### src/rtl/core/rmpt_pkg.sv
// Package for the multi-relay pulse timer: payload structs, codes and
// control types. No dependencies.
package rmpt_pkg;

    localparam int RMPT_RELAYS = 12;
    localparam int OUT_W       = 12;
    localparam int IDX_SPAN    = 16;
    localparam int TIME_W      = 16;

    typedef enum logic [2:0] {
        OP_TICK   = 3'd0,
        OP_TRIG   = 3'd1,
        OP_ON     = 3'd2,
        OP_OFF    = 3'd3,
        OP_QUERY  = 3'd4
    } t_opcode;

    typedef enum logic [2:0] {
        ST_OK       = 3'd0,
        ST_BAD_IDX  = 3'd1,
        ST_DISABLED = 3'd2,
        ST_ACTIVE   = 3'd3,
        ST_COOL     = 3'd4
    } t_status;

    typedef enum logic [1:0] {
        MODE_IDLE   = 2'd0,
        MODE_ACTIVE = 2'd1,
        MODE_COOL   = 2'd2
    } t_mode;

    typedef enum logic [2:0] {
        CFG_ENABLE  = 3'd0,
        CFG_DEFAULT = 3'd1,
        CFG_COOL    = 3'd2,
        CFG_MIN     = 3'd3,
        CFG_MAX     = 3'd4
    } t_cfg_reg;

    typedef enum logic [1:0] {
        S_IDLE = 2'd0,
        S_TICK = 2'd1,
        S_CMD  = 2'd2,
        S_DONE = 2'd3
    } t_state;

    typedef struct packed {
        logic [2:0]        opcode;
        logic [3:0]        relay_index;
        logic [TIME_W-1:0] pulse_ms;
    } t_cmd;

    typedef struct packed {
        logic [2:0]        status;
        logic [OUT_W-1:0]  relay_outputs;
        logic [1:0]        relay_mode;
        logic [TIME_W-1:0] remaining_ms;
    } t_res;

    typedef struct packed {
        logic tick_step;
        logic cmd_step;
        logic finish;
    } t_ctrl;

endpackage

### src/rtl/core/rmpt_alu.sv
// Shared time unit: decrement with end-of-count flag and min/max clamp.
// Depends on rmpt_pkg.
module rmpt_alu
    import rmpt_pkg::*;
(
    input  logic [TIME_W-1:0] i_time,
    input  logic [TIME_W-1:0] i_len,
    input  logic [TIME_W-1:0] i_min,
    input  logic [TIME_W-1:0] i_max,
    output logic [TIME_W-1:0] o_dec,
    output logic              o_le1,
    output logic [TIME_W-1:0] o_clamped
);

    logic [TIME_W-1:0] lo_fix;

    assign o_dec     = i_time - TIME_W'(1);
    assign o_le1     = (i_time <= TIME_W'(1));
    assign lo_fix    = (i_len < i_min) ? i_min : i_len;
    assign o_clamped = (lo_fix > i_max) ? i_max : lo_fix;

endmodule

### src/rtl/core/rmpt_ctrl.sv
// Sequencer: walks the relay bank once per tick, one relay a cycle, or
// runs a single command step. Depends on rmpt_pkg.
module rmpt_ctrl
    import rmpt_pkg::*;
#(
    parameter int RELAYS = RMPT_RELAYS,
    localparam int IW    = (RELAYS > 1) ? $clog2(RELAYS) : 1
) (
    input  logic          i_clk,
    input  logic          i_rst_n,
    input  logic          i_accept,
    input  logic          i_is_tick,
    output logic          o_busy,
    output logic [IW-1:0] o_cnt,
    output t_ctrl         o_ctl
);

    t_state        r_state, n_state;
    logic [IW-1:0] r_cnt, n_cnt;
    logic          last;

    assign last = (r_cnt == IW'(RELAYS - 1));

    always_comb begin
        n_state = r_state;
        unique case (r_state)
            S_IDLE: begin
                if (i_accept) begin
                    n_state = i_is_tick ? S_TICK : S_CMD;
                end
            end
            S_TICK: begin
                if (last) begin
                    n_state = S_DONE;
                end
            end
            S_CMD:   n_state = S_DONE;
            S_DONE:  n_state = S_IDLE;
            default: n_state = S_IDLE;
        endcase
    end

    always_comb begin
        o_ctl  = '0;
        o_busy = 1'b1;
        n_cnt  = r_cnt;
        unique case (r_state)
            S_IDLE: begin
                o_busy = 1'b0;
                n_cnt  = '0;
            end
            S_TICK: begin
                o_ctl.tick_step = 1'b1;
                n_cnt           = r_cnt + IW'(1);
            end
            S_CMD:   o_ctl.cmd_step = 1'b1;
            S_DONE:  o_ctl.finish   = 1'b1;
            default: o_busy = 1'b0;
        endcase
    end

    always_ff @(posedge i_clk) begin
        if (!i_rst_n) begin
            r_state <= S_IDLE;
            r_cnt   <= '0;
        end else begin
            r_state <= n_state;
            r_cnt   <= n_cnt;
        end
    end

    assign o_cnt = r_cnt;

endmodule

### src/rtl/core/multi_relay_pulse_timer_with_cooldown.sv
// Multi-relay pulse timer with cooldown: top level, configuration registers
// and relay state. Depends on rmpt_pkg, rmpt_alu and rmpt_ctrl.
// A tick steps one relay per cycle through the shared decrementer, then a
// done state registers the result; any other item runs one command step,
// then the done state. No new item is taken until busy falls; the receiver
// cannot stall. Sync active-low reset: relays idle, registers at defaults.
module multi_relay_pulse_timer_with_cooldown
    import rmpt_pkg::*;
#(
    parameter int RELAYS = RMPT_RELAYS,
    localparam int IW    = (RELAYS > 1) ? $clog2(RELAYS) : 1
) (
    input  logic               i_clk,
    input  logic               i_rst_n,
    input  logic               start,
    output logic               busy,
    input  t_cmd               i_cmd,
    output logic               o_res_strobe,
    output t_res               o_res,
    input  logic               i_cfg_valid,
    output logic               o_cfg_ready,
    input  logic [2:0]         i_cfg_index,
    input  logic [TIME_W-1:0]  i_cfg_data
);

    logic [OUT_W-1:0]  r_enable;
    logic [TIME_W-1:0] r_default, r_cool, r_min, r_max;

    t_mode             r_mode [RELAYS];
    logic [TIME_W-1:0] r_time [RELAYS];
    logic              r_hold [RELAYS];

    t_cmd              r_cmd;
    t_status           r_status, n_status;
    t_res              r_res;
    logic              r_res_vld;

    t_ctrl             ctl;
    logic [IW-1:0]     cnt;
    logic [IW-1:0]     addr;
    logic              accept;
    logic              bad_idx;
    logic              enabled;
    logic [IDX_SPAN-1:0] en_ext;

    t_mode             cur_mode;
    logic [TIME_W-1:0] cur_time;
    logic              cur_hold;

    logic              wr_en;
    t_mode             wr_mode;
    logic [TIME_W-1:0] wr_time;
    logic              wr_hold;

    logic [TIME_W-1:0] len_src, dec, clamped;
    logic              le1;
    logic [OUT_W-1:0]  drive;

    assign accept      = start && !busy;
    assign o_cfg_ready = 1'b1;

    always_ff @(posedge i_clk) begin
        if (!i_rst_n) begin
            r_enable  <= '0;
            r_default <= TIME_W'(1000);
            r_cool    <= '0;
            r_min     <= TIME_W'(100);
            r_max     <= TIME_W'(60000);
        end else if (i_cfg_valid) begin
            unique case (i_cfg_index)
                CFG_ENABLE:  r_enable  <= i_cfg_data[OUT_W-1:0];
                CFG_DEFAULT: r_default <= i_cfg_data;
                CFG_COOL:    r_cool    <= i_cfg_data;
                CFG_MIN:     r_min     <= i_cfg_data;
                CFG_MAX:     r_max     <= i_cfg_data;
                default: ;
            endcase
        end
    end

    rmpt_ctrl #(.RELAYS(RELAYS)) u_ctrl (
        .i_clk     (i_clk),
        .i_rst_n   (i_rst_n),
        .i_accept  (accept),
        .i_is_tick (i_cmd.opcode == OP_TICK),
        .o_busy    (busy),
        .o_cnt     (cnt),
        .o_ctl     (ctl)
    );

    always_ff @(posedge i_clk) begin
        if (accept) begin
            r_cmd <= i_cmd;
        end
    end

    assign addr     = ctl.tick_step ? cnt : r_cmd.relay_index[IW-1:0];
    assign cur_mode = r_mode[addr];
    assign cur_time = r_time[addr];
    assign cur_hold = r_hold[addr];
    assign bad_idx  = ({1'b0, r_cmd.relay_index} >= 5'(RELAYS));
    assign en_ext   = IDX_SPAN'(r_enable);
    assign enabled  = en_ext[r_cmd.relay_index];

    assign len_src = ctl.tick_step ? r_cool :
                     (r_cmd.pulse_ms != '0) ? r_cmd.pulse_ms : r_default;

    rmpt_alu u_alu (
        .i_time    (cur_time),
        .i_len     (len_src),
        .i_min     (r_min),
        .i_max     (r_max),
        .o_dec     (dec),
        .o_le1     (le1),
        .o_clamped (clamped)
    );

    always_comb begin
        wr_en    = 1'b0;
        wr_mode  = cur_mode;
        wr_time  = cur_time;
        wr_hold  = cur_hold;
        n_status = ST_OK;
        if (ctl.tick_step) begin
            if ((cur_mode == MODE_ACTIVE && !cur_hold) || cur_mode == MODE_COOL) begin
                wr_en = 1'b1;
                if (!le1) begin
                    wr_time = dec;
                end else if (cur_mode == MODE_ACTIVE && r_cool != '0) begin
                    wr_mode = MODE_COOL;
                    wr_time = clamped;
                end else begin
                    wr_mode = MODE_IDLE;
                    wr_time = '0;
                end
            end
        end else if (ctl.cmd_step) begin
            if (bad_idx) begin
                n_status = ST_BAD_IDX;
            end else begin
                case (r_cmd.opcode)
                    OP_TRIG: begin
                        if (!enabled) begin
                            n_status = ST_DISABLED;
                        end else if (cur_mode == MODE_ACTIVE) begin
                            n_status = ST_ACTIVE;
                        end else if (cur_mode == MODE_COOL) begin
                            n_status = ST_COOL;
                        end else begin
                            wr_en   = 1'b1;
                            wr_mode = MODE_ACTIVE;
                            wr_hold = 1'b0;
                            wr_time = clamped;
                        end
                    end
                    OP_ON: begin
                        if (!enabled) begin
                            n_status = ST_DISABLED;
                        end else begin
                            wr_en   = 1'b1;
                            wr_mode = MODE_ACTIVE;
                            wr_hold = 1'b1;
                            wr_time = '0;
                        end
                    end
                    OP_OFF: begin
                        wr_en   = 1'b1;
                        wr_mode = MODE_IDLE;
                        wr_hold = 1'b0;
                        wr_time = '0;
                    end
                    default: ;
                endcase
            end
        end
    end

    always_ff @(posedge i_clk) begin
        if (!i_rst_n) begin
            for (int i = 0; i < RELAYS; i++) begin
                r_mode[i] <= MODE_IDLE;
                r_time[i] <= '0;
                r_hold[i] <= 1'b0;
            end
        end else if (wr_en) begin
            r_mode[addr] <= wr_mode;
            r_time[addr] <= wr_time;
            r_hold[addr] <= wr_hold;
        end
    end

    always_ff @(posedge i_clk) begin
        if (ctl.cmd_step) begin
            r_status <= n_status;
        end else if (ctl.tick_step) begin
            r_status <= ST_OK;
        end
    end

    for (genvar g = 0; g < OUT_W; g++) begin : g_drive
        if (g < RELAYS) begin : g_on
            assign drive[g] = (r_mode[g] == MODE_ACTIVE);
        end else begin : g_off
            assign drive[g] = 1'b0;
        end
    end

    always_ff @(posedge i_clk) begin
        if (!i_rst_n) begin
            r_res_vld <= 1'b0;
        end else begin
            r_res_vld <= ctl.finish;
        end
    end

    always_ff @(posedge i_clk) begin
        if (ctl.finish) begin
            r_res.status        <= r_status;
            r_res.relay_outputs <= drive;
            if (r_cmd.opcode == OP_TICK || bad_idx) begin
                r_res.relay_mode   <= MODE_IDLE;
                r_res.remaining_ms <= '0;
            end else begin
                r_res.relay_mode   <= cur_mode;
                r_res.remaining_ms <= (cur_mode == MODE_ACTIVE && !cur_hold) ? cur_time : '0;
            end
        end
    end

    assign o_res_strobe = r_res_vld;
    assign o_res        = r_res;

`ifndef SYNTH
    a_finish_strobe: assert property (@(posedge i_clk) disable iff (!i_rst_n)
        ctl.finish |=> o_res_strobe)
        else $error("result strobe missing after finish");

    a_strobe_idle: assert property (@(posedge i_clk) disable iff (!i_rst_n)
        o_res_strobe |-> !busy)
        else $error("result strobe while busy");

    a_accept_busy: assert property (@(posedge i_clk) disable iff (!i_rst_n)
        (start && !busy) |=> busy)
        else $error("busy not raised after transfer");

    a_rem_active: assert property (@(posedge i_clk) disable iff (!i_rst_n)
        (o_res_strobe && o_res.remaining_ms != '0) |-> (o_res.relay_mode == MODE_ACTIVE))
        else $error("remaining time on a relay that is not active");
`endif

endmodule
### config.mk
export PLATFORM = sky130hd
export DESIGN_NAME = multi_relay_pulse_timer_with_cooldown
export DESIGN_NICKNAME = d
export VERILOG_FILES = /design/src/rtl/core/rmpt_pkg.sv /design/src/rtl/core/rmpt_alu.sv /design/src/rtl/core/rmpt_ctrl.sv /design/src/rtl/core/multi_relay_pulse_timer_with_cooldown.sv
export SDC_FILE = /design/constraint.sdc
export NUM_CORES = 1
export LEC_CHECK = 0
export BUFFER_PORTS_ARGS = -buffer_cell sky130_fd_sc_hd__buf_2
export CAP_MARGIN = 20
export CORE_ASPECT_RATIO = 1.2
export CORE_MARGIN = 8
export CORE_UTILIZATION = 49
export CTS_BUF_LIST = sky130_fd_sc_hd__clkbuf_4 sky130_fd_sc_hd__clkbuf_8
export DETAILED_ROUTE_END_ITERATION = 6
export PLACE_DENSITY = 0.73
export SLEW_MARGIN = 10
export SYNTH_ARGS = -nofsm -noshare
export SYNTH_HDL_FRONTEND = slang
export SYNTH_HIERARCHICAL = 1
export SYNTH_SLANG_ARGS = --single-unit
export TNS_END_PERCENT = 50
### constraint.sdc
create_clock -name i_clk -period 7.2 [get_ports i_clk]
set_input_delay 0 -clock i_clk [delete_from_list [all_inputs] [get_ports i_clk]]
set_output_delay 0 -clock i_clk [all_outputs]
set_load 0.005 [all_outputs]
==> impl_summary.log <==
INFO  metric run_status = complete, no violations
INFO  metric async_flop_share = 0%
INFO  metric die_area = 52180 um2
INFO  metric synthToLayoutAreaGrowth = 14.57%
INFO  metric die-height = 248.6 um
INFO  metric globalRoute.totalOverflow = 0
INFO  metric dp_worst_setup_slack = 268.5 ps
INFO  metric clock-root-buffer = clkbuf_8
INFO  metric worstReg2RegStart = r_cmd[11]
INFO  metric path_delay_family = compound AO/OA/AOI/OAI gates
INFO  metric nets = 2021
INFO  metric routed-via-count = 15920
INFO  metric worstRegToRegCells = 22
INFO  metric viasPerCell = 6.233
INFO  metric maximum_capacitance_violations = 0
INFO  metric cp-endpoint = r_time[12][7]
INFO  metric std_cell_rows = 85
INFO  metric final_hold_viol_count = 0
INFO  metric detail-route-antenna-nets = 0
INFO  metric criticalPathCategory = flop to flop
INFO  metric tritoncts_clock_tree = done
INFO  metric postSynthRegisterBits = 446
INFO  metric floorplan.die.width = 209.9 um
INFO  metric worst-slew-pin-transition = 1100 ps
INFO  metric totalWireLength = 63.28 mm
INFO  metric fmaxAchievable = 148.7 MHz
INFO  metric syn-num-nets = 1850
INFO  metric worstSetupStartpointType = flop
INFO  metric numClockSinks = 446
INFO  metric power_per_cell_area = 303.5 nW/um2
INFO  metric required = 7530 ps
INFO  metric grt_first_pass_wirelength = 96.68 mm
INFO  metric endpoint_kind = flop
INFO  metric synthesis.yosys.warnings = 6
INFO  metric crit_start = r_cmd[11]
INFO  metric timing_max_transition_violations_final = 0
INFO  metric design.core.area = 44670 um2
INFO  metric synth_top_cell_area_share = 47.70%
INFO  metric yosys-top-cells-area = edfxtp_1, dfxtp_1, mux4_2, nor3_2, nand2_1
INFO  metric worst_slew_margin_rel = 26.40%
INFO  metric timing.critical_path.depth = 22
INFO  metric antenna_found_initial = 1
INFO  metric p_leak = 9.317 nW
INFO  metric layout_setup_ws = 476.0 ps
INFO  metric clock_insertion_delay_worst_skew = 630 ps
INFO  metric delay_of_the_slowest_critical_path_stage = 560 ps
INFO  metric dp.final_hpwl = 41.77 mm
INFO  metric grt_pass1_vias = 16440
INFO  metric finalSetupTns = 0 ps
INFO  metric ys_seq_area_share = 56.30%
INFO  metric critical_path.n_buffers_inverters = 2
INFO  metric layout_worst_path_cycle_share = 93.39%
INFO  metric finalClockSkew = 35.71 ps
INFO  metric wire_per_inst = 24.78 um
INFO  metric synthesis.area_per_instance = 12.54 um2
INFO  metric r2r_slack = 480 ps
INFO  metric netlist_area = 22100 um2
INFO  metric worstPathArrival = 7060 ps
INFO  metric post_route_cells_drive_above_1_share = 27.82%
INFO  metric timing.critical_path.fanout_max = 16
INFO  metric rsz0062_at_grt = no
INFO  metric drc = 0
INFO  metric edff_count_synth = 351
INFO  metric gp_congestion = 0.8870
INFO  metric cp_common_cell = a21oi_1
INFO  metric port_buffer_count = 80
INFO  metric synth_top_cell_by_area = edfxtp_1
INFO  metric critical_path.cell_chain = nor4_1, and4_4, a21oi_1, o21ai_0, ha_1, a21oi_1, o21ai_0, a221o_1, or3_1, mux2_4, ha_1, and3_1, a221o_1, a221oi_1, a21oi_1, buf_4, mux2_2, a21oi_1, o21ai_0, o22ai_1, buf_4, nor2_1
INFO  metric fin_crit = 6724 ps
INFO  metric clk_pin_slew_worst_paths = 60 ps
INFO  metric effective_utilization_at_floorplan = 49.47%
INFO  metric io_pins = 82
INFO  metric drt_pre_antenna_iters = 5
INFO  metric r2r-end = r_time[12][7]
INFO  metric worstHoldPathType = input port to flop
INFO  metric instance_count_of_the_mapped_netlist = 1762
INFO  metric ir_drop = 0.0001526 V
INFO  metric synthFlopType = edfxtp_1
INFO  metric grtUsageTotal = 23.93%
INFO  metric ys_types = 83
INFO  metric n_fill_cell = 3483
INFO  metric timing.critical_path.slowest_stage_cell = or3_1
INFO  metric grt_max_degree = 80
INFO  metric timing.hold.worst.start = i_cfg_index[1]
INFO  metric cts.path.max_buffers = 3
INFO  metric drt_iter0_drc = 1693
INFO  metric tritoncts.num_buffers = 70
INFO  metric final-setup-viol-count = 0
INFO  metric htree_levels = 3
[through the flow]
| stage | util [%] | power, mW | hold WS [ps] | instances | instance area [um2] |
|---|---|---|---|---|---|
| 5_1_grt | 56.68 | 7.984 | 56.83 | 2554 | 25320 |
| 2_1_floorplan | - | 4.808 | 98.87 | 1762 | 22100 |
| 6_report | 56.68 | 7.683 | 56.72 | 2554 | 25320 |
| 3_3_place_gp | 52.37 | 5.385 | 179.9 | 2375 | 23390 |
| 4_1_cts | 56.51 | 7.619 | 13.44 | 2546 | 25240 |
| 3_5_place_dp | 52.37 | 5.448 | 178.8 | 2375 | 23390 |
[power breakdown]
group	total (mW)	switching, mW	internal, mW
registers	3.05	0.0623	2.99
logic	2.46	1.55	0.910
clock network	2.17	1.00	1.17
total	7.68	2.62	5.07
[logic make-up after synthesis]
family,Yosys count,synth area share [%]
AO/OA/AOI/OAI,303,10.44
other,1,0.01697
flip-flops,446,56.30
multiplexers,121,9.937
AND/OR/NAND/NOR,656,16.40
adder cells (fa/ha/maj),42,2.378
buffers and inverters,180,4.009
XOR/XNOR,13,0.5153
[worst min-delay path by stage]
stage,to,cells after the start,slack (ps)
after global routing,r_cool[4],5,60
final,r_cool[5],5,60
after floorplan,r_cmd[0],0,100
after CTS,r_cool[3],5,10
after global placement,r_cmd[19],1,180
after detailed placement,r_cmd[17],1,180
[flip-flops by register name (all words and copies together), names as in the netlist]
signal and flops:
u_ctrl/r_state 2, o_res_strobe 1, r_status 3, r_cmd 23, r_default 16, r_time 256
r_cool 16, r_max 16, r_mode 32, u_ctrl/o_cnt 4, r_hold 16, o_res 33
r_min 16, r_enable 12
[synth_stat cells, drive strengths merged, types with 5 or more instances]
| cell type | count |
|---|---|
| a21oi | 46 |
| a21boi | 61 |
| o21ai | 71 |
| nand2 | 212 |
| buf | 63 |
| mux4 | 72 |
| xor2 | 11 |
| nor4 | 15 |
| o21bai | 7 |
| a221oi | 17 |
| and2 | 34 |
| clkbuf | 70 |
| and3b | 16 |
| nand4 | 8 |
| o22ai | 51 |
| o211ai | 6 |
| mux2i | 19 |
| nor2 | 79 |
| and3 | 6 |
| mux2 | 30 |
| nand3 | 25 |
| ha | 42 |
| nor2b | 30 |
| edfxtp | 351 |
| dfxtp | 95 |
| nand2b | 5 |
| nor3 | 208 |
| a21o | 9 |
| inv | 44 |
[cell type report]
type	count	area [um2]	area share (%)
Sequential cell	446	12440	49.14
Multi-Input combinational cell	1136	8851	34.96
Timing Repair Buffer	232	1727	6.820
Clock buffer	98	1217	4.809
Tap cell	565	706.9	2.792
Clock inverter	29	190.2	0.7512
Inverter	47	181.4	0.7166
Antenna cell	1	2.502	0.009884
[placed cells by master (no fill, tap or decap), types with 50 or more instances in the layout]
cell and instances:
edfxtp_1 351, nand2_1 212, nor3_1 112, buf_4 102, nor3_2 95, dfxtp_1 95
buf_2 80, nor2_1 79, clkbuf_8 77, mux4_2 72, a21boi_0 61, o21ai_0 57
o22ai_1 50
[per-layer routing]
| layer | global-route usage, % | vias to the layer above | wire (um) |
|---|---|---|---|
| li1 | - | 6978 | - |
| met4 | 13.36 | 0 | 3568 |
| met5 | 0 | - | 0 |
| met2 | 40.66 | 907 | 31370 |
| met1 | 27.98 | 7810 | 22670 |
| met3 | 4.933 | 225 | 5675 |
[timing repair]
action                                  4_1_cts  5_1_grt
hold buffers                                 44        0
hold endpoints to repair                    116        0
endpoints found under the setup margin        0      169
setup buffers                                 0        7
resized for setup                             0        3
[tightest hold or removal path, stage by stage]
cell,delay [ps]
buf_2,130
nand2_1,70
nor2_1,220
nand2_1,140
a21boi_0,70
Power figures use the tool's default switching activity.
